$ cat config.mk
export PLATFORM = sky130hd
export DESIGN_NAME = rspe_front
export DESIGN_NICKNAME = d
export VERILOG_FILES = /design/src/sv/reed_solomon_parity_encoder_macros.svh /design/src/sv/rspe_pkg.sv /design/src/sv/rspe_front.sv
export SDC_FILE = /design/constraint.sdc
export NUM_CORES = 2
export LEC_CHECK = 0
export BUFFER_PORTS_ARGS = -buffer_cell sky130_fd_sc_hd__buf_2
export CAP_MARGIN = 10
export CORE_ASPECT_RATIO = 1.1
export CORE_MARGIN = 2
export CORE_UTILIZATION = 44
export CTS_CLUSTER_SIZE = 28
export DETAILED_ROUTE_END_ITERATION = 6
export SETUP_SLACK_MARGIN = 0.3
export SLEW_MARGIN = 40
export SYNTH_ARGS = -nofsm -noshare
export SYNTH_HDL_FRONTEND = slang
export SYNTH_SLANG_ARGS = --single-unit
$ cat constraint.sdc
create_clock -name clock -period 7.71 [get_ports clock]
set_input_delay 1.542 -clock clock [delete_from_list [all_inputs] [get_ports clock]]
set_output_delay 1.542 -clock clock [all_outputs]
set_load 0.005 [all_outputs]
$ cat src/sv/reed_solomon_parity_encoder_macros.svh
// assertion macros shared by the encoder modules
`ifndef REED_SOLOMON_PARITY_ENCODER_MACROS_SVH
`define REED_SOLOMON_PARITY_ENCODER_MACROS_SVH

`ifndef ASSERT_OFF

// property must hold at every clock edge outside reset
`define RSPE_ASSERT(lbl, clk, rst, prop, msg) \
   lbl: assert property (@(posedge clk) disable iff (rst) (prop)) else $error(msg);

// condition must never be seen outside reset
`define RSPE_ASSERT_NEVER(lbl, clk, rst, cond, msg) \
   lbl: assert property (@(posedge clk) disable iff (rst) !(cond)) else $error(msg);

`else

`define RSPE_ASSERT(lbl, clk, rst, prop, msg)
`define RSPE_ASSERT_NEVER(lbl, clk, rst, cond, msg)

`endif

`endif

$ cat src/sv/rspe_pkg.sv
`timescale 1ns / 1ps
`default_nettype none

package rspe_pkg;

   typedef logic [7:0] byte_type;

   // low byte of the field polynomial x^8+x^4+x^3+x^2+1
   localparam byte_type FIELD_POLY_LO = 8'h1D;

   // parity count register
   localparam int ECC_WIDTH = 5;
   localparam logic [ECC_WIDTH-1:0] ECC_RESET = 5'd10;
   localparam int ECC_MIN = 2;

   // blocks held between front and back, a power of two
   localparam int QUEUE_DEPTH = 2;

   // multiply by alpha
   function automatic byte_type gf_xtime(input byte_type a);
      return {a[6:0], 1'b0} ^ (a[7] ? FIELD_POLY_LO : 8'h00);
   endfunction

   // shift-and-add product in GF(256)
   function automatic byte_type gf_mul(input byte_type a, input byte_type b);
      byte_type x;
      byte_type acc;
      x = a;
      acc = '0;
      for (int k = 0; k < 8; k++) begin
         if (b[k]) begin
            acc = acc ^ x;
         end
         x = gf_xtime(x);
      end
      return acc;
   endfunction

endpackage

`default_nettype wire

$ cat src/sv/rspe_front.sv
`timescale 1ns / 1ps
`default_nettype none

module rspe_front #(
   parameter int MAX_PARITY = 30
) (
   input  wire logic                                   clock,
   input  wire logic                                   reset,
   input  wire logic                                   req_valid,
   output logic                                        req_ready,
   input  wire rspe_pkg::byte_type                     req_data_byte,
   input  wire logic                                   req_last_data,
   input  wire logic                                   gen_ready,
   input  wire rspe_pkg::byte_type [MAX_PARITY:0]      gen_i,
   input  wire logic [$clog2(MAX_PARITY+1)-1:0]        n_i,
   input  wire logic                                   q_full,
   output logic                                        push,
   output rspe_pkg::byte_type [MAX_PARITY-1:0]         push_bytes,
   output logic [$clog2(MAX_PARITY+1)-1:0]             push_n
);
   import rspe_pkg::*;

   localparam int NW = $clog2(MAX_PARITY + 1);

   byte_type [MAX_PARITY-1:0] rem_ff, rem_in;
   byte_type [MAX_PARITY-1:0] rem_next;
   byte_type [MAX_PARITY-1:0] upper;
   byte_type                  fb;
   logic                      accept;

   assign req_ready = gen_ready && !q_full;
   assign accept    = req_valid && req_ready;
   assign fb        = req_data_byte ^ rem_ff[0];

   // neighbor one degree down, zero past the top lane
   for (genvar j = 0; j < MAX_PARITY; j++) begin : g_lane
      if (j < MAX_PARITY - 1) begin : g_mid
         assign upper[j] = rem_ff[j+1];
      end else begin : g_top
         assign upper[j] = '0;
      end
   end

   // division step: lanes above the active degree hold their value
   always_comb begin
      for (int j = 0; j < MAX_PARITY; j++) begin
         if (NW'(j + 1) < n_i) begin
            rem_next[j] = upper[j] ^ gf_mul(fb, gen_i[j+1]);
         end else if (NW'(j + 1) == n_i) begin
            rem_next[j] = gf_mul(fb, gen_i[j+1]);
         end else begin
            rem_next[j] = rem_ff[j];
         end
      end
   end

   // finished remainder goes to the queue and the register clears
   assign push       = accept && req_last_data;
   assign push_bytes = rem_next;
   assign push_n     = n_i;

   always_comb begin
      rem_in = rem_ff;
      if (accept) begin
         rem_in = req_last_data ? '0 : rem_next;
      end
   end

   always_ff @(posedge clock) begin
      if (reset) begin
         rem_ff <= '0;
      end else begin
         rem_ff <= rem_in;
      end
   end

endmodule

`default_nettype wire

==> metrics.yaml <==
cells_and_area:
  syn2layout_area_growth_pct: 10.54
  largest_reg_flops: 240
  largestRegisters: "rem_ff (240)"
  regArea_sq_um: 4805
  final_area_sq_um: 46850
  drive_gt1_frac: 0.1322
  finalNetCount: 6444
  top_register: "rem_ff"
  multi_input_area_sq_um: 35300
  nFillCells: 9646
worst_setup_path:
  start_kind: "input pin"
  cp_max_fo: 36
  max_stage_delay_ps: 740
  crit_path_top_delay_cell: "xnor2_1"
  crit_path_end_kind: "primary output"
  path_cells: "buf_2 > xnor2_2 > buf_4 > xnor3_4 > nand2_1 > buf_4 > o21ai_0 > a22oi_1 > xnor2_1 > mux2i_1 > a211oi_1 > buf_2"
  arrival_ps: 5680
  cp.required_ps: 6170
  path_class: "input pin to primary output"
synthesis:
  synth-seq-cells: 240
  netlist_instances: 6093
  async_flop_share: 0
  synth_nets: 6360
  synth_top_area_cell: "xnor2_1"
  syn_area_sq_um: 42380
  synth_area_leaders: "xnor2_1 (22%), nand2_1 (19%), dfxtp_1 (11%)"
  ys.flop_type: "dfxtp_1"
  post-synth-top-count-cell: "nand2_1"
  synth_warnings: 0
  synth-seq-area-share: 0.1134
  ys_top_cells_by_count: "nand2_1 (2,154), xnor2_1 (1,083), clkbuf_1 (290), o21ai_0 (268), xor2_1 (263)"
  synth_edf_count: 0
  synth_area_per_cell_sq_um: 6.956
  synthDistinctLibCells: 75
  synth_top_area_frac: 0.2238
clock_network:
  post_cts_buffers: 0
  insertion_delay_ps: 600
  root_buffer: "clkbuf_16"
  postCtsHoldBufs: 0
  post_cts_resized: 0
  htreeDepth: 2
  numCtsBuffers: 35
  cts.sinks: 240
  cts_tree: "done"
  clock_path_buffers: 3
  cts.reportedPaths.clkPinSlew_ps: 50
grt:
  grt_pass1_vias: 39970
  antenna_found_initial: 81
  grt_overflow: 0
  grt_pass1_wl_microns: 277800
  grt_max_degree: 146
  grt_use_total: 0.3757
timing:
  slew_headroom: 0.3999
  hold_viol_final: 0
  rsz0062_at_grt: "no"
  maxSlewViolCount: 0
  tns_ps: 0
  finalCriticalPeriod_ps: 7222
  skew_ps: 42.76
  fmax_ghz: 0.1385
  tightest_slew_ps: 893.8
  fin_crit_sh: 0.9366
  worst_hold_slack_ps: 479.7
  setup_viol: 0
floorplan:
  rows: 119
  core_sq_um: 95590
  ios: 514
  chipWidth_microns: 299.9
  die_area_sq_um: 98820
  die_h_microns: 329.5
  initial_core_util: 0.4434
route:
  first_iter_violations: 5571
  first_pass_iters: 7
  drc: 2
  vias_per_cell: 5.949
  wl_per_cell_microns: 25.75
  antenna_left: 0
  routed_wl_microns: 193400
  vias: 44690
placed_design:
  numPortBuffers: 505
  placedInstanceArea_sq_um: 45480
  routabilityCongestion: 0.9291
  dp_hpwl_microns: 136300
run_status:
  violations: "DRC"
  status: "finished with violations"
flow_run:
  cap_violations: 0
power:
  vdd_drop_max_mv: 0.2316
  total_power_mw: 19.49
  cellLeakagePower_nw: 20.55
  power.density_nw_per_um2: 416.0
hold_path:
  hp-class: "flop to flop"
==> power breakdown <==
part,switching (mW),internal [mW]
registers,0.0824,1.31
logic,9.19,7.11
clock network,0.734,1.07
==> cell type report <==
type | instances | area share
well taps | 1270 | 0.03392
clock buffers | 46 | 0.02107
multi-input cells | 5245 | 0.7536
clock inverters | 15 | 0.005181
diodes | 41 | 0.002190
inverters | 12 | 0.0009615
flip-flops and latches | 240 | 0.1026
repair buffers | 643 | 0.08055
==> placed cells by master (no fill, tap or decap), types with 33 or more instances in the layout <==
cell type  instances
mux2i_1           93
dfxtp_1          240
nand2_1         2149
o211ai_1          39
buf_4            120
a21oi_1          125
o21ai_0          267
diode_2           41
a22oi_1           82
nor2_1           251
xor2_1           256
nand3_1           42
a211o_1           34
xnor2_1         1071
buf_2            505
clkbuf_16         35
and2_1            33
a22o_1           130
xnor3_1          183
==> metal layers <==
metal  wire (microns)  track usage
met1            75890       0.5037
met4             9028       0.1601
met5              472            0
met2            82710       0.5664
met3            25310       0.1012
==> cell families (layout without fill, tap and decap cells) <==
logic type	count (synthesis)	after routing	share of synthesized area
other	0	41	0
multiplexers	123	123	0.02994
AO/OA/AOI/OAI	915	915	0.1465
AND/OR/NAND/NOR	2628	2628	0.2450
buffers and inverters	608	716	0.06374
XOR/XNOR	1579	1579	0.4015
flip-flops	240	240	0.1134
==> worst max-delay path, delay by kind of cell <==
family                 cells  cell delay [ps]
XOR/XNOR                   3             1990
buffers and inverters      4              930
AO/OA/AOI/OAI              3              530
AND/OR/NAND/NOR            1              430
multiplexers               1              220
==> worst paths after layout <==
check | startpoint | endpoint | slack [ps] | depth (start not counted)
hold reg to reg | rem_ff[107] | rem_ff[107] | 480 | 2
hold / removal | rem_ff[107] | rem_ff[107] | 480 | 2
setup / recovery | req_data_byte[2] | push_bytes[117] | 490 | 12
setup reg to reg | rem_ff[7] | rem_ff[117] | 3390 | 10
==> through the flow <==
step,std cells,util,setup slack (ps)
finish,7512,0.4901,488.5
global route,7496,0.4897,454.3
CTS,7470,0.4887,633.5
detailed placement,7409,0.4758,653.1
global placement,7407,0.4750,705.9
floorplan,6093,-,2143
No activity file was read; power rests on OpenSTA's default activity.
