### src/sv/reed_solomon_parity_encoder_macros.svh
// assertion macros shared by the encoder modules
`ifndef REED_SOLOMON_PARITY_ENCODER_MACROS_SVH
`define REED_SOLOMON_PARITY_ENCODER_MACROS_SVH

`ifndef ASSERT_OFF

// property must hold at every clock edge outside reset
`define RSPE_ASSERT(lbl, clk, rst, prop, msg) \
   lbl: assert property (@(posedge clk) disable iff (rst) (prop)) else $error(msg);

// condition must never be seen outside reset
`define RSPE_ASSERT_NEVER(lbl, clk, rst, cond, msg) \
   lbl: assert property (@(posedge clk) disable iff (rst) !(cond)) else $error(msg);

`else

`define RSPE_ASSERT(lbl, clk, rst, prop, msg)
`define RSPE_ASSERT_NEVER(lbl, clk, rst, cond, msg)

`endif

`endif

### src/sv/rspe_pkg.sv
`timescale 1ns / 1ps
`default_nettype none

package rspe_pkg;

   typedef logic [7:0] byte_type;

   // low byte of the field polynomial x^8+x^4+x^3+x^2+1
   localparam byte_type FIELD_POLY_LO = 8'h1D;

   // parity count register
   localparam int ECC_WIDTH = 5;
   localparam logic [ECC_WIDTH-1:0] ECC_RESET = 5'd10;
   localparam int ECC_MIN = 2;

   // blocks held between front and back, a power of two
   localparam int QUEUE_DEPTH = 2;

   // multiply by alpha
   function automatic byte_type gf_xtime(input byte_type a);
      return {a[6:0], 1'b0} ^ (a[7] ? FIELD_POLY_LO : 8'h00);
   endfunction

   // shift-and-add product in GF(256)
   function automatic byte_type gf_mul(input byte_type a, input byte_type b);
      byte_type x;
      byte_type acc;
      x = a;
      acc = '0;
      for (int k = 0; k < 8; k++) begin
         if (b[k]) begin
            acc = acc ^ x;
         end
         x = gf_xtime(x);
      end
      return acc;
   endfunction

endpackage

`default_nettype wire

### src/sv/rspe_gen_builder.sv
`timescale 1ns / 1ps
`default_nettype none

`include "reed_solomon_parity_encoder_macros.svh"

module rspe_gen_builder #(
   parameter int MAX_PARITY = 30
) (
   input  wire logic                                   clock,
   input  wire logic                                   reset,
   input  wire logic                                   restart,
   input  wire logic [$clog2(MAX_PARITY+1)-1:0]        n_i,
   output rspe_pkg::byte_type [MAX_PARITY:0]           gen_o,
   output logic                                        gen_ready
);
   import rspe_pkg::*;

   localparam int NW = $clog2(MAX_PARITY + 1);

   byte_type [MAX_PARITY:0] gen_ff, gen_in;
   byte_type                root_ff, root_in;
   logic [NW-1:0]           step_ff, step_in;

   assign gen_ready = (step_ff == n_i);
   assign gen_o     = gen_ff;

   // one root factor (x + alpha^i) multiplied in per cycle
   always_comb begin
      gen_in  = gen_ff;
      root_in = root_ff;
      step_in = step_ff;
      if (restart) begin
         gen_in    = '0;
         gen_in[0] = 8'h01;
         root_in   = 8'h01;
         step_in   = '0;
      end else if (!gen_ready) begin
         for (int j = 1; j <= MAX_PARITY; j++) begin
            gen_in[j] = gen_ff[j] ^ gf_mul(gen_ff[j-1], root_ff);
         end
         root_in = gf_xtime(root_ff);
         step_in = step_ff + NW'(1);
      end
   end

   // reset starts a build for the reset parity count
   always_ff @(posedge clock) begin
      if (reset) begin
         gen_ff    <= '0;
         gen_ff[0] <= 8'h01;
         root_ff   <= 8'h01;
         step_ff   <= '0;
      end else begin
         gen_ff  <= gen_in;
         root_ff <= root_in;
         step_ff <= step_in;
      end
   end

   `RSPE_ASSERT_NEVER(a_step_bound, clock, reset, step_ff > n_i, "generator build overran")

endmodule

`default_nettype wire

### config.mk
export PLATFORM = sky130hd
export DESIGN_NAME = rspe_gen_builder
export DESIGN_NICKNAME = d
export VERILOG_FILES = /design/src/sv/rspe_pkg.sv /design/src/sv/rspe_gen_builder.sv
export VERILOG_INCLUDE_DIRS = /design/src /design/src/sv
export SDC_FILE = /design/constraint.sdc
export NUM_CORES = 2
export LEC_CHECK = 0
export ABC_AREA = 1
export BUFFER_PORTS_ARGS = -buffer_cell sky130_fd_sc_hd__buf_4
export CORE_AREA = 2 2 334 336
export DETAILED_ROUTE_END_ITERATION = 16
export DIE_AREA = 0 0 336 338
export MAX_ROUTING_LAYER = met4
export PLACE_DENSITY_LB_ADDON = 0.15
export SLEW_MARGIN = 30
export SYNTH_ARGS = -nofsm -noshare
export SYNTH_HDL_FRONTEND = slang
export SYNTH_SLANG_ARGS = --single-unit
### constraint.sdc
create_clock -name clock -period 2 [get_ports clock]
set_input_delay 0.4 -clock clock [delete_from_list [all_inputs] [get_ports clock]]
set_output_delay 0.4 -clock clock [all_outputs]
set_load 0.005 [all_outputs]
==> out/results.ini <==
[status]
outcome = finished, violations left
violations = setup timing

[global_route]
grt_pass1_vias = 55100
grt-ovfl-total = 0
grt_max_degree = 65
antenna_found_initial = 0
grt_usage_pct = 31.9
grt_pass1_wl_microns = 285000

[critical_path]
crit_fanout = 8
path_common_cell = nand2_1
endpoint_kind = flip-flop
critical-path-slowest-cell = dfxtp_4
cp.arrival_ns = 2.82
start_kind = flip-flop
crit_type = flip-flop to flip-flop
crit_chain = buf_12 -> buf_12 -> buf_12 -> buf_4 -> nand2_1 -> xnor2_1 -> xnor2_1 -> xor2_1 -> xor2_1 -> inv_1 -> nand2_1 -> nand3_1 -> nand2_1 -> nand2_1 -> nor2_1
required_ns = 2.56
slowest_delay_ns = 0.43

[yosys]
synth-seq-cells = 253
yosysWarnings = 0
synth_area_leaders = nand2_1, xor2_1, xnor2_1
syn_area_per_cell_sq_um = 5.18
synth_async_sr_flop_share_pct = 0
synth-main-ff-cell = dfxtp_1
ys_seq_area_share_pct = 10.3
yosysTopAreaCell = nand2_1
synth.most_common_cell = nand2_1
syn_inst = 9479
netlist.area_leader.share_pct = 30.6
post_synth_num_cell_types = 41
synth_edf_count = 0
synthTopCellsByCount = nand2_1, nor2_1, inv_1, nand3_1, xor2_1
synth_area_sq_mm = 0.0491

[timing]
slew_violations = 0
finalHoldViolations = 0
clock_skew_ns = 0.0224
max_freq_mhz = 444
hold_ws_ns = 0.266
rsz0062_at_grt = yes
finalCriticalPeriod_ns = 2.25
finalCritPeriodShare_pct = 113
setup_viol = 229
setup_ws_ns = -0.254

[clock_tree]
clockBufferDepth = 3
cts_buffers = 43
tritoncts = done
htreeDepth = 2
clk_pin_slew_ns = 0.06
clock_sinks = 253
hold_buffers = 0
clk_latency_ns = 0.63
cts-root-buf = clkbuf_16

[power]
leakagePower_nw = 32.6
ir_worst_vdd_uv = 531
p_per_area_mw_per_mm2 = 221

[placement]
port_buffers = 248
dpl.cell_count = 11900
gp_congestion = 0.921
hpwl_microns = 131000

[worst_hold_path]
hold_class = input pin to flip-flop

[detailed_routing]
vias = 61100
wl_microns = 187000
routed_via_density = 5.06
drc_errors = 0
dr.first_iter.drc_count = 4589
drt.antenna.violating_nets = 0
dr.pass1.iters = 6
wl_per_cell_microns = 15.5

[floorplanning]
core_area_sq_mm = 0.110
fp.dieW_microns = 336
ios = 257
die_h_microns = 338
initial_core_util_pct = 44.6
core.rowCount = 122
dieArea_sq_mm = 0.114

[cells_and_area]
fin_nets = 10600
num-fill-cells = 10700
fin_cells = 12100
area_growth_pct = 35.3
drive_gt1_share_pct = 20.0
antenna_cells = 0

[flow_run]
maxCapViolations = 0

placed cells by master, fill, tap and decap left out, types with 40 or more instances in the layout:
cell type,netlist,layout
dfxtp_1,253,197
inv_2,23,40
nor2_1,998,949
nand4_1,105,105
and2_1,42,40
buf_12,0,145
o21ai_0,170,141
nand3_2,0,66
nand3_1,940,872
clkbuf_16,0,63
xor2_1,585,528
nand2_1,4000,3857
a21oi_1,96,89
nand3b_1,90,90
xnor2_2,25,80
xor2_2,9,59
inv_1,993,970
dfxtp_2,0,44
nand2_2,34,139
xnor2_1,581,515
buf_4,56,1231
through the flow:
stage | setup slack (ns) | util, % | TNS, ns | total power, mW | cell area, sq um
after global routing | -0.417 | 60.4 | -69.79 | 15.1 | 66500
after floorplan | 0.0456 | - | 0 | 5.72 | 49100
after detailed placement | -0.241 | 55.0 | -23.82 | 6.27 | 60500
after global placement | -0.175 | 55.0 | -16.80 | 6.26 | 60500
after CTS | -0.211 | 58.0 | -23.85 | 14.6 | 63900
final | -0.254 | 60.4 | -29.36 | 14.7 | 66500
path summary, 6_finish.rpt:
path	end	slack (ns)	cells past startpoint	startpoint
max	gen_o[223]$_SDFFE_PP0N_	-0.25	15	root_ff[1]$_SDFFE_PP0N_
min	gen_o[23]$_SDFFE_PP0N_	0.27	5	reset
max reg2reg	gen_o[223]$_SDFFE_PP0N_	-0.25	15	root_ff[1]$_SDFFE_PP0N_
min reg2reg	step_ff[4]$_SDFFE_PP0N_	0.50	2	step_ff[4]$_SDFFE_PP0N_
sequential cells by signal, indices dropped and copies added (netlist names):
signal / count
step_ff: 5
gen_o: 240
root_ff: 8
logic make-up (layout without fill, tap and decap cells):
group / count (synthesis) / after routing / share of synthesized area (%)
simple gates: 6247 / 6247 / 51.9
other cells: 2 / 8 / 0.0153
xor+xnor: 1201 / 1201 / 22.0
buf+inv: 1450 / 2551 / 12.2
flops: 253 / 253 / 10.3
fa+ha+maj: 2 / 2 / 0.0509
compound gates: 324 / 324 / 3.51
power breakdown:
| group | total (mW) | leakage (nW) | switching [mW] | internal, mW |
|---|---|---|---|---|
| registers | 5.06 | 2.07 | 0.0207 | 5.04 |
| clock network | 7.96 | 0.692 | 3.28 | 4.69 |
| logic | 1.64 | 29.9 | 0.922 | 0.714 |
layer usage:
metal	vias up	wire [microns]	share of wire (%)	GRT usage [%]
met5	-	0	0	-
met4	0	8090	4.3	12.1
met3	438	11900	6.4	3.13
met2	1932	86200	46	53.1
met1	27700	81100	43	39.8
li1	31000	-	-	-
worst max-delay path, delay by kind of cell (launching register included):
family | cells | cell delay (ns)
xor+xnor | 4 | 0.73
buf+inv | 5 | 0.63
flops | 1 | 0.43
simple gates | 6 | 0.39
layout make-up:
cell class | count | area, sq um | share of cell area, %
Inverter | 1020 | 3880 | 5.84
Multi-Input combinational cell | 7782 | 40400 | 60.9
Sequential cell | 253 | 5160 | 7.77
Tap cell | 1488 | 1860 | 2.80
Clock inverter | 17 | 169 | 0.254
Clock buffer | 59 | 1240 | 1.86
Timing Repair Buffer | 1455 | 13700 | 20.6
repair_timing:
| action | CTS | global route |
|---|---|---|
| setup buffers | 45 | 40 |
| gates resized for setup | 250 | 433 |
| pin swaps | 153 | 246 |
| endpoints found under the setup margin | 232 | 242 |
| gates cloned | 15 | 19 |
Power figures use the tool's default switching activity.
