## config.mk

```make
export PLATFORM = sky130hd
export DESIGN_NAME = rspe_queue
export DESIGN_NICKNAME = d
export VERILOG_FILES = /design/src/sv/rspe_pkg.sv /design/src/sv/rspe_queue.sv
export VERILOG_INCLUDE_DIRS = /design/src /design/src/sv
export SDC_FILE = /design/constraint.sdc
export NUM_CORES = 1
export LEC_CHECK = 0
export ABC_AREA = 1
export BUFFER_PORTS_ARGS = -buffer_cell sky130_fd_sc_hd__clkbuf_2
export CORE_MARGIN = 4
export CORE_UTILIZATION = 42
export CTS_CLUSTER_DIAMETER = 120
export CTS_CLUSTER_SIZE = 8
export DETAILED_ROUTE_END_ITERATION = 10
export PLACE_DENSITY = 0.71
export SETUP_SLACK_MARGIN = 0.15
export SYNTH_ARGS = -nofsm -noshare
export SYNTH_HDL_FRONTEND = slang
export SYNTH_SLANG_ARGS = --single-unit
```

## constraint.sdc

```tcl
create_clock -name clock -period 29.5 [get_ports clock]
set_input_delay 4.425 -clock clock [delete_from_list [all_inputs] [get_ports clock]]
set_output_delay 4.425 -clock clock [all_outputs]
set_load 0.02 [all_outputs]
```

## src/sv/reed_solomon_parity_encoder_macros.svh

```systemverilog
// assertion macros shared by the encoder modules
`ifndef REED_SOLOMON_PARITY_ENCODER_MACROS_SVH
`define REED_SOLOMON_PARITY_ENCODER_MACROS_SVH

`ifndef ASSERT_OFF

// property must hold at every clock edge outside reset
`define RSPE_ASSERT(lbl, clk, rst, prop, msg) \
   lbl: assert property (@(posedge clk) disable iff (rst) (prop)) else $error(msg);

// condition must never be seen outside reset
`define RSPE_ASSERT_NEVER(lbl, clk, rst, cond, msg) \
   lbl: assert property (@(posedge clk) disable iff (rst) !(cond)) else $error(msg);

`else

`define RSPE_ASSERT(lbl, clk, rst, prop, msg)
`define RSPE_ASSERT_NEVER(lbl, clk, rst, cond, msg)

`endif

`endif

```

## src/sv/rspe_pkg.sv

```systemverilog
`timescale 1ns / 1ps
`default_nettype none

package rspe_pkg;

   typedef logic [7:0] byte_type;

   // low byte of the field polynomial x^8+x^4+x^3+x^2+1
   localparam byte_type FIELD_POLY_LO = 8'h1D;

   // parity count register
   localparam int ECC_WIDTH = 5;
   localparam logic [ECC_WIDTH-1:0] ECC_RESET = 5'd10;
   localparam int ECC_MIN = 2;

   // blocks held between front and back, a power of two
   localparam int QUEUE_DEPTH = 2;

   // multiply by alpha
   function automatic byte_type gf_xtime(input byte_type a);
      return {a[6:0], 1'b0} ^ (a[7] ? FIELD_POLY_LO : 8'h00);
   endfunction

   // shift-and-add product in GF(256)
   function automatic byte_type gf_mul(input byte_type a, input byte_type b);
      byte_type x;
      byte_type acc;
      x = a;
      acc = '0;
      for (int k = 0; k < 8; k++) begin
         if (b[k]) begin
            acc = acc ^ x;
         end
         x = gf_xtime(x);
      end
      return acc;
   endfunction

endpackage

`default_nettype wire

```

## src/sv/rspe_queue.sv

```systemverilog
`timescale 1ns / 1ps
`default_nettype none

`include "reed_solomon_parity_encoder_macros.svh"

module rspe_queue #(
   parameter int MAX_PARITY = 30
) (
   input  wire logic                                   clock,
   input  wire logic                                   reset,
   input  wire logic                                   push,
   input  wire rspe_pkg::byte_type [MAX_PARITY-1:0]    push_bytes,
   input  wire logic [$clog2(MAX_PARITY+1)-1:0]        push_n,
   output logic                                        full,
   output logic                                        head_valid,
   output rspe_pkg::byte_type [MAX_PARITY-1:0]         head_bytes,
   output logic [$clog2(MAX_PARITY+1)-1:0]             head_n,
   input  wire logic                                   pop
);
   import rspe_pkg::*;

   localparam int NW = $clog2(MAX_PARITY + 1);
   localparam int PW = (QUEUE_DEPTH > 1) ? $clog2(QUEUE_DEPTH) : 1;
   localparam int CW = $clog2(QUEUE_DEPTH + 1);

   byte_type [MAX_PARITY-1:0] ent_bytes_ff [QUEUE_DEPTH];
   logic [NW-1:0]             ent_n_ff     [QUEUE_DEPTH];
   logic [PW-1:0]             wptr_ff, wptr_in;
   logic [PW-1:0]             rptr_ff, rptr_in;
   logic [CW-1:0]             cnt_ff, cnt_in;

   assign full       = (cnt_ff == CW'(QUEUE_DEPTH));
   assign head_valid = (cnt_ff != '0);
   assign head_bytes = ent_bytes_ff[rptr_ff];
   assign head_n     = ent_n_ff[rptr_ff];

   // pointers wrap on their own since the depth is a power of two
   always_comb begin
      wptr_in = push ? wptr_ff + PW'(1) : wptr_ff;
      rptr_in = pop ? rptr_ff + PW'(1) : rptr_ff;
      cnt_in  = cnt_ff;
      if (push && !pop) begin
         cnt_in = cnt_ff + CW'(1);
      end else if (pop && !push) begin
         cnt_in = cnt_ff - CW'(1);
      end
   end

   always_ff @(posedge clock) begin
      if (reset) begin
         wptr_ff <= '0;
         rptr_ff <= '0;
         cnt_ff  <= '0;
      end else begin
         wptr_ff <= wptr_in;
         rptr_ff <= rptr_in;
         cnt_ff  <= cnt_in;
      end
   end

   // block storage
   always_ff @(posedge clock) begin
      if (push) begin
         ent_bytes_ff[wptr_ff] <= push_bytes;
         ent_n_ff[wptr_ff]     <= push_n;
      end
   end

   `RSPE_ASSERT(a_no_overflow, clock, reset, push |-> !full, "block pushed into a full queue")
   `RSPE_ASSERT(a_no_underflow, clock, reset, pop |-> head_valid, "block popped from an empty queue")

endmodule

`default_nettype wire

```

==> metrics.csv <==
stage;metric;value;unit
finish;fillCellCount;3280;
setup_path;path_common_cell;buf_4;
placed_design;globalplace.congestion;0.8143;
logic_synthesis;syn-num-nets;1045;
finish;seqCellArea;14820;um^2
grt;grt_antenna_before_repair;3;
timing;min_period_over_period;0.2781;
timing;max_freq;121.9;MHz
setup_path;critPathRequiredTime;25.08;ns
setup_path;cp_num_buf_inv;3;
finish;layout_commonest_cell;clkbuf_2;
detailed_routing;dr_total_vias;9332;
floorplan;die_h;215.5;um
logic_synthesis;avgSynthCellArea;22.75;um^2
grt;grt_overflow;0;
setup_path;crit_chain;buf_4 -> buf_4 -> mux2_2 -> clkbuf_2;
finish;most-common-layout-cells;clkbuf_2 (495), edfxtp_1 (490), mux2_2 (195);
placed_design;io_buffers;495;
floorplan;die_area;46450;um^2
grt;grt_max_degree;112;
cts;clock_latency;0.56;ns
setup_path;cp_top_family;buffers and inverters;
setup_path;worstPathArrival;3.78;ns
cts;cts_hold_buf;0;
cts;cts_made_buffers;71;
floorplan;coreArea;42230;um^2
logic_synthesis;syn_inst;795;
grt;grt_pass1_wl;59440;um
cts;cts.sinks;495;
cts;clock_path_buffers;3;
run_status;status;finished clean;
hold_path;hold_path.class;flip-flop to flip-flop;
setup_path;path_class;flip-flop to primary output;
power_and_ir_drop;ir_drop;0.06005;mV
cts;path_clk_slew;0.05;ns
detailed_routing;wl_per_cell;20.63;um
cts;h-tree-depth;3;
power_and_ir_drop;power.total;1.716;mW
finish;fin_nets;1594;
logic_synthesis;synth_area;18090;um^2
setup_path;slowest_stage;buf_4;
cts;cts_setup_buffers;0;
logic_synthesis;ys_seq_area_frac;0.8190;
setup_path;critPathMaxFanout;74;
timing;tns;0;ns
detailed_routing;drt_iter0_markers;488;
timing;slew_headroom;0.2287;
hold_path;holdPathEnd;rptr_ff$_SDFFE_PP0P_;
timing;rsz0062_at_grt;false;
setup_path;critPathLaunchType;flip-flop;
setup_path;regToRegEndpoint;ent_bytes_ff[1][90]$_DFFE_PP_;
setup_path;r2r_cells;4;
logic_synthesis;ys_warn_count;0;
timing;setup_viol;0;
timing;hold_viol_final;0;
timing;maxSlewViolCount;0;
detailed_routing;dr.pass1.iters;4;
power_and_ir_drop;power.density;74.56;nW/um^2
logic_synthesis;synth.ff_latch_count;495;
detailed_routing;drcViolationCount;0;
cts;post_cts_resized;0;
setup_path;slowest_delay;0.93;ns
finish;synthToLayoutAreaGrowth;27.25;%
detailed_routing;ant_nets;0;
floorplan;ios;496;
finish;drive_above_1_share;0.6102;
timing;fin_crit;8.203;ns
finish;multi_input_area;3047;um^2
grt;grt_use_total;0.1654;
setup_path;reg2reg_from;wptr_ff$_SDFFE_PP0P_;
timing;clock_skew;0.01659;ns
flow_run;cap_violations;0;
placed_design;dp_hpwl;26720;um
floorplan;num_rows;75;
floorplan;die_w;215.5;um
cts;cts_tree;built;
detailed_routing;viasPerCell;4.919;
setup_path;end_kind;primary output;
grt;grt_pass1_vias;10270;
detailed_routing;wl;39140;um
hold_path;holdPathStages;2;
logic_synthesis;netlist-cell-type-count;17;
setup_path;reg2reg_slack;26.04;ns
timing;worst_slew_pin_slew;1.157;ns
cts;cts-root-buf;clkbuf_16;
power_and_ir_drop;p_leak;8.858;nW
hold_path;hp-start;rptr_ff$_SDFFE_PP0P_;
floorplan;initial_utilization;0.4283;
-- worst max-delay path by stage --
| stage | start | endpoint | slack (ns) | cells past startpoint |
|---|---|---|---|---|
| after floorplan | push | ent_bytes_ff[0][0]$_DFFE_PP_ | 13.94 | 2 |
| after global placement | push | ent_bytes_ff[0][216]$_DFFE_PP_ | 21.77 | 5 |
| after detailed placement | push | ent_bytes_ff[0][220]$_DFFE_PP_ | 21.76 | 5 |
| after CTS | flip-flop | head_bytes[18] | 21.20 | 4 |
| after global routing | flip-flop | head_bytes[18] | 21.06 | 4 |
| final | flip-flop | head_bytes[18] | 21.30 | 4 |
-- report_power, final --
| part | internal [mW] | switching (mW) | total [mW] |
|---|---|---|---|
| clock | 0.437 | 0.261 | 0.698 |
| sequential | 0.818 | 0.0101 | 0.828 |
| combinational | 0.0753 | 0.115 | 0.190 |
| total | 1.33 | 0.386 | 1.72 |
-- tightest hold or removal path, cell delays in order (launching register included) --
cell     delay, ns
dfxtp_1       0.33
xnor2_1       0.10
nor2_1        0.08
-- per-stage QoR --
step           cells  utilization  hold WS, ns  worst slack (ns)  instance area (um^2)
2_1_floorplan    795            -       0.4799             13.94                 18090
3_3_place_gp    1810       0.5001       0.4905             21.77                 21120
3_5_place_dp    1810       0.5001       0.5025             21.76                 21120
4_1_cts         1896       0.5450       0.5357             21.20                 23010
5_1_grt         1896       0.5450       0.5807             21.06                 23010
6_report        1897       0.5450       0.5424             21.30                 23020
-- area by class of cell --
| type | instances | share of cell area |
|---|---|---|
| sequential | 495 | 0.6438 |
| multi-input combinational | 264 | 0.1324 |
| timing repair buffer | 503 | 0.1102 |
| clock buffer | 82 | 0.08084 |
| tap | 539 | 0.02930 |
| inverter | 9 | 0.001794 |
| clock inverter | 4 | 0.001522 |
| antenna | 1 | 0.0001087 |
-- metal layers --
layer	GRT usage	share of wire	vias to the layer above
li1	-	-	4250
met1	0.1880	0.37	4631
met2	0.2829	0.51	380
met3	0.06695	0.094	65
met4	0.06055	0.025	6
met5	0	0.0014	-
-- synth_stat cells --
master    number  area [um^2]
a21oi_1        1        5.000
buf_2         10        50.05
buf_4         11        82.58
buf_6          6        67.56
dfxtp_1        5        100.1
edfxtp_1     490        14710
ha_1           1        12.51
inv_1          9        33.78
mux2_2       195         2196
mux2_4        50        750.7
nand2_1        6        22.52
nand3_1        1        5.000
nand4_1        1        6.260
nor2_1         6        22.52
nor3_1         1        5.000
o21ai_0        1        5.000
xnor2_1        1        8.760
-- kinds of logic (layout without fill, tap and decap cells) --
group	count (synthesis)	count (layout)	share of synthesized area
compound gates	2	2	0.0005529
other cells	0	1	0
xor+xnor	1	1	0.0004843
flops	495	495	0.8190
fa+ha+maj	1	1	0.0006916
buf+inv	36	598	0.01294
simple gates	15	15	0.003389
mux	245	245	0.1629
-- state kept, by name, indices dropped and copies added, names as in the netlist, named ones only --
name / count
ent_bytes_ff: 480
wptr_ff: 1
rptr_ff: 1
ent_n_ff: 10
cnt_ff: 2
Note: power is estimated with default switching activity, not from simulation.
