$ cat src/sv/reed_solomon_parity_encoder_macros.svh
// assertion macros shared by the encoder modules
`ifndef REED_SOLOMON_PARITY_ENCODER_MACROS_SVH
`define REED_SOLOMON_PARITY_ENCODER_MACROS_SVH

`ifndef ASSERT_OFF

// property must hold at every clock edge outside reset
`define RSPE_ASSERT(lbl, clk, rst, prop, msg) \
   lbl: assert property (@(posedge clk) disable iff (rst) (prop)) else $error(msg);

// condition must never be seen outside reset
`define RSPE_ASSERT_NEVER(lbl, clk, rst, cond, msg) \
   lbl: assert property (@(posedge clk) disable iff (rst) !(cond)) else $error(msg);

`else

`define RSPE_ASSERT(lbl, clk, rst, prop, msg)
`define RSPE_ASSERT_NEVER(lbl, clk, rst, cond, msg)

`endif

`endif

$ cat src/sv/rspe_pkg.sv
`timescale 1ns / 1ps
`default_nettype none

package rspe_pkg;

   typedef logic [7:0] byte_type;

   // low byte of the field polynomial x^8+x^4+x^3+x^2+1
   localparam byte_type FIELD_POLY_LO = 8'h1D;

   // parity count register
   localparam int ECC_WIDTH = 5;
   localparam logic [ECC_WIDTH-1:0] ECC_RESET = 5'd10;
   localparam int ECC_MIN = 2;

   // blocks held between front and back, a power of two
   localparam int QUEUE_DEPTH = 2;

   // multiply by alpha
   function automatic byte_type gf_xtime(input byte_type a);
      return {a[6:0], 1'b0} ^ (a[7] ? FIELD_POLY_LO : 8'h00);
   endfunction

   // shift-and-add product in GF(256)
   function automatic byte_type gf_mul(input byte_type a, input byte_type b);
      byte_type x;
      byte_type acc;
      x = a;
      acc = '0;
      for (int k = 0; k < 8; k++) begin
         if (b[k]) begin
            acc = acc ^ x;
         end
         x = gf_xtime(x);
      end
      return acc;
   endfunction

endpackage

`default_nettype wire

$ cat src/sv/rspe_back.sv
`timescale 1ns / 1ps
`default_nettype none

`include "reed_solomon_parity_encoder_macros.svh"

module rspe_back #(
   parameter int MAX_PARITY = 30
) (
   input  wire logic                                   clock,
   input  wire logic                                   reset,
   input  wire logic                                   head_valid,
   input  wire rspe_pkg::byte_type [MAX_PARITY-1:0]    head_bytes,
   input  wire logic [$clog2(MAX_PARITY+1)-1:0]        head_n,
   output logic                                        pop,
   output logic                                        rsp_valid,
   input  wire logic                                   rsp_ready,
   output rspe_pkg::byte_type                          rsp_parity_byte,
   output logic                                        rsp_last_parity
);
   import rspe_pkg::*;

   localparam int NW = $clog2(MAX_PARITY + 1);

   byte_type [MAX_PARITY-1:0] sr_ff, sr_in;
   logic [NW-1:0]             cnt_ff, cnt_in;
   logic                      fire;

   assign rsp_valid       = (cnt_ff != '0);
   assign rsp_parity_byte = sr_ff[0];
   assign rsp_last_parity = (cnt_ff == NW'(1));
   assign fire            = rsp_valid && rsp_ready;

   // next block loads while no block is being sent, or as the last beat of the current one leaves
   assign pop = head_valid && (!rsp_valid || (rsp_last_parity && fire));

   always_comb begin
      sr_in  = sr_ff;
      cnt_in = cnt_ff;
      if (pop) begin
         sr_in  = head_bytes;
         cnt_in = head_n;
      end else if (fire) begin
         for (int j = 0; j < MAX_PARITY - 1; j++) begin
            sr_in[j] = sr_ff[j+1];
         end
         sr_in[MAX_PARITY-1] = '0;
         cnt_in = cnt_ff - NW'(1);
      end
   end

   always_ff @(posedge clock) begin
      if (reset) begin
         cnt_ff <= '0;
      end else begin
         cnt_ff <= cnt_in;
      end
   end

   always_ff @(posedge clock) begin
      sr_ff <= sr_in;
   end

   `RSPE_ASSERT(a_load_count, clock, reset, pop |=> (cnt_ff >= NW'(ECC_MIN)), "short parity block")

endmodule

`default_nettype wire

$ cat config.mk
export PLATFORM = sky130hd
export DESIGN_NAME = rspe_back
export DESIGN_NICKNAME = d
export VERILOG_FILES = /design/src/sv/rspe_pkg.sv /design/src/sv/rspe_back.sv
export VERILOG_INCLUDE_DIRS = /design/src /design/src/sv
export SDC_FILE = /design/constraint.sdc
export NUM_CORES = 1
export LEC_CHECK = 0
export BUFFER_PORTS_ARGS = -buffer_cell sky130_fd_sc_hd__buf_2
export CAP_MARGIN = 0
export CORE_MARGIN = 4
export CORE_UTILIZATION = 25
export CTS_CLUSTER_DIAMETER = 100
export DETAILED_ROUTE_END_ITERATION = 10
export HOLD_SLACK_MARGIN = 0.08
export PLACE_DENSITY = 0.39
export SLEW_MARGIN = 20
export SYNTH_ARGS = -nofsm -noshare
export SYNTH_HDL_FRONTEND = slang
export SYNTH_SLANG_ARGS = --single-unit
$ cat constraint.sdc
create_clock -name clock -period 6.05 [get_ports clock]
set_input_delay 0.605 -clock clock [delete_from_list [all_inputs] [get_ports clock]]
set_output_delay 0.605 -clock clock [all_outputs]
set_load 0.005 [all_outputs]
==> summary.md <==
Along the worst path, the maximum fanout reaches 96. Setup slack on the critical path of the routed design comes to 2150 ps. Timing analysis after detailed placement gives a worst setup slack of 2270 ps.

Each instance of the synthesized netlist takes up on average 10.2 µm². The post-cts hold buffer count is 0. In this run the power density over the cells is 580 mW/mm².

The deepest clock path buffer count was 3; the worst-case clock skew was 14.6 ps. The met1 global-route usage is 0.168, and the CTS H-tree depth is 1. The logs give 0.119 for the global-route usage over all layers and 0 for the antenna violation net count after detailed routing. The final count of hold timing violations is 0, and the first-pass iteration count of the detailed router is 4. After floorplanning, the core was divided into 75 placement rows. The slowest stage of the critical path belongs to the cell sky130_fd_sc_hd__nor4b_2. The via-per-instance ratio is 4.12. The congestion estimate from routability-driven global placement came to 0.756. For the leakage power, the log shows 6.05 nW.

The logs give 0 for the number of failing setup endpoints in the final timing report and 7679 for the number of global-route vias before repair. The share of Yosys cell area claimed by the top area cell type was 0.671. The final max-slew violation count was 0; the post-synthesis net count was 1305. TritonCTS built the clock tree. Post-CTS timing repair inserted 0 buffers for setup. The tool flagged a number of max-cap violations equal to 0. Clock-pin slew was measured on the worst setup and hold paths at 60 ps. For the starting density of the core, the log shows 0.254. The tools report the CTS buffer count as 30. The maximum operating frequency was 0.256 GHz; the die span in y was 215 µm.

The region available for standard cell placement spans 0.0422 mm². The tree built by TritonCTS fans out to 245 sinks. The met2 usage came out at 0.187. Wires add up to 28800 µm. The worst setup path is of the reg2out kind. The critical path goes through nor4b_2, nand2_4, inv_6, buf_2. Relative to the synthesized area, the layout overhead comes to 22.7%. Register area share after synthesis: 0.680. The layer with the highest usage is met2. The floorplan step defined a die boundary enclosing 0.0463 mm².

Final routed wire length divided by cell count: 15.6 µm. The logs give 1053 for the synthesized netlist cell count and 2480 ps for the register-to-register setup slack. At the pin with the least slew margin, the transition time is 908 ps.

For the worst flop-to-flop path, the logic depth is 6. The run finished with clean final reports. The origin of the worst setup path was cnt_ff[2]. The tools report the global-route track usage on met3 as 0.0244. Setup total negative slack on the finished layout was measured at 0 ps. VDD sags by at most 0.288 mV. Counting distinct cell types in the post-synthesis netlist gives 29.

After detailed routing, the number of remaining DRC violations is 0. For the number of synthesis warnings, the log shows 0. Nature of the critical path endpoint: an output port. The portion of the clock cycle consumed by the worst path in the final layout is 0.644, and the number of antenna violations at the first check in global routing is 2. Clock tree synthesis selected as its root buffer the cell sky130_fd_sc_hd__clkbuf_16. The top cell type by total area after synthesis is sky130_fd_sc_hd__edfxtp_1.

The most critical setup path has its endpoint at pop. STA puts the critical path data arrival time at 3290 ps. In this run the critical register-to-register path is captured at sr_ff[35].

In this run the worst hold path is classified as in2reg. The share of post-route cells with drive strength above 1 is 0.232, and the critical path required time is 5440 ps. STA classifies the critical path startpoint as a flop.

The worst stage delay on the critical path was 840 ps; the die width was 215 µm. The headroom to the max-slew limit was 0.377; the clock period minus worst slack was 3900 ps. The flip-flop and latch count after synthesis is 245.

After global routing the overflow that remains totals 0. Entering global routing, the biggest net connects 141 pins. Summing over every cut layer, the via total after detailed routing is 7606. The tools report the summed instance area of the synthesized netlist as 0.0107 mm².

The initial detailed-routing violation count was 561. Setup repair after global routing left no endpoint under its margin. The beginning of the worst hold path is head_bytes[98].

The logs give 18500 µm for the half-perimeter wire length after detailed placement and 260 for the I/O pin count. The startpoint identified for the worst register-to-register timing path is cnt_ff[2]. In the final design database the tool counted 1540 nets. The wire length of the first global-routing pass is 43800 µm.

By area the synthesized netlist is led by sky130_fd_sc_hd__edfxtp_1 (67%), sky130_fd_sc_hd__nand2_1 (24%), sky130_fd_sc_hd__buf_6 (2.0%). Once the clock tree was built, the resizer swapped 0 gates to a different size. At the later pin of the worst-skew pair, clock insertion delay measures 550 ps. The number of buffer cells added on primary ports is 259.
stage by stage:
stage,area (µm²),total power [mW],hold WS [ps],util,std cells
3_3_place_gp,12300,6.15,494,0.292,1795
5_1_grt,13200,8.29,279,0.312,1844
3_5_place_dp,12300,6.16,499,0.292,1795
6_report,13200,7.64,307,0.312,1845
2_1_floorplan,10700,5.58,490,-,1053
4_1_cts,13200,7.82,262,0.312,1843
power by group:
group | total (mW) | internal (mW) | switching [mW]
Clock | 1.61 | 0.929 | 0.683
Sequential | 3.57 | 3.33 | 0.244
Combinational | 2.46 | 0.732 | 1.73
Total | 7.64 | 4.99 | 2.65
sequential cells by signal, summed over array words and instances (netlist names):
register	count
sr_ff	232
cnt_ff	5
rsp_parity_byte	8
cell usage after synthesis (all sizes together):
cell    instances
ha              3
nor3b           1
dfxtp           5
or4b            1
a22oi           1
a311oi          1
buf            54
nand2b          3
edfxtp        240
nor2b           1
and2            1
a21o            2
clkbuf          7
nand2         698
o21ai           2
a211o           2
a21oi           6
xnor2           2
nor2            1
inv             5
and3            8
nor4b           2
nor3            4
mux2i           1
nand3           2
cell usage in the layout, fill, tap and decap left out, types with 2 or more instances in the layout:
master and count:
sky130_fd_sc_hd__clkbuf_1 14, sky130_fd_sc_hd__o21ai_0 2, sky130_fd_sc_hd__xnor2_1 2, sky130_fd_sc_hd__clkinv_1 2, sky130_fd_sc_hd__inv_6 2, sky130_fd_sc_hd__a21oi_1 6, sky130_fd_sc_hd__dfxtp_1 5, sky130_fd_sc_hd__nor4b_2 2
sky130_fd_sc_hd__edfxtp_1 240, sky130_fd_sc_hd__inv_1 3, sky130_fd_sc_hd__nor3_1 4, sky130_fd_sc_hd__a21o_1 2, sky130_fd_sc_hd__diode_2 2, sky130_fd_sc_hd__buf_2 259, sky130_fd_sc_hd__a211o_1 2, sky130_fd_sc_hd__buf_12 2
sky130_fd_sc_hd__clkbuf_16 31, sky130_fd_sc_hd__and3_1 8, sky130_fd_sc_hd__nand3_1 2, sky130_fd_sc_hd__ha_1 3, sky130_fd_sc_hd__nand2_1 697, sky130_fd_sc_hd__nand2b_1 3, sky130_fd_sc_hd__buf_4 3
routing by layer:
layer / wire length (µm) / share of wire
met2: 13000 / 0.45
met4: 641 / 0.022
met1: 13600 / 0.47
met3: 1520 / 0.053
met5: 0 / 0
cell families after synthesis:
family                     count (synthesis)  share of synthesized area
AOI/OAI and AO/OA                         14                    0.00886
and+or+nand+nor                          722                      0.259
DFF                                      245                      0.680
muxes                                      1                   0.000932
buffers and inverters                     66                     0.0454
xor gates and xnor gates                   2                    0.00163
adders and majority gates                  3                    0.00350
area by class of cell:
type / instances / area [µm²]
antenna: 2 / 5.00
clock buffer: 45 / 828
clock inverter: 3 / 16.3
fill: 4461 / 29100
inverter: 5 / 31.3
multi-input combinational: 742 / 2950
sequential: 245 / 7310
tap: 539 / 674
timing repair buffer: 264 / 1360
worst max-delay path, delay by kind of cell (launching register included):
kind | cells | cell delay (ps)
buffers and inverters | 2 | 950
DFF | 1 | 400
and+or+nand+nor | 2 | 1340
worst min path at each step:
| stage | cells past startpoint | to |
|---|---|---|
| after floorplan | 2 | sr_ff[162] |
| after global routing | 3 | sr_ff[159] |
| after CTS | 3 | sr_ff[159] |
| after global placement | 2 | sr_ff[71] |
| after detailed placement | 2 | sr_ff[75] |
| final | 3 | sr_ff[98] |
No activity file was read; power rests on OpenSTA's default activity.
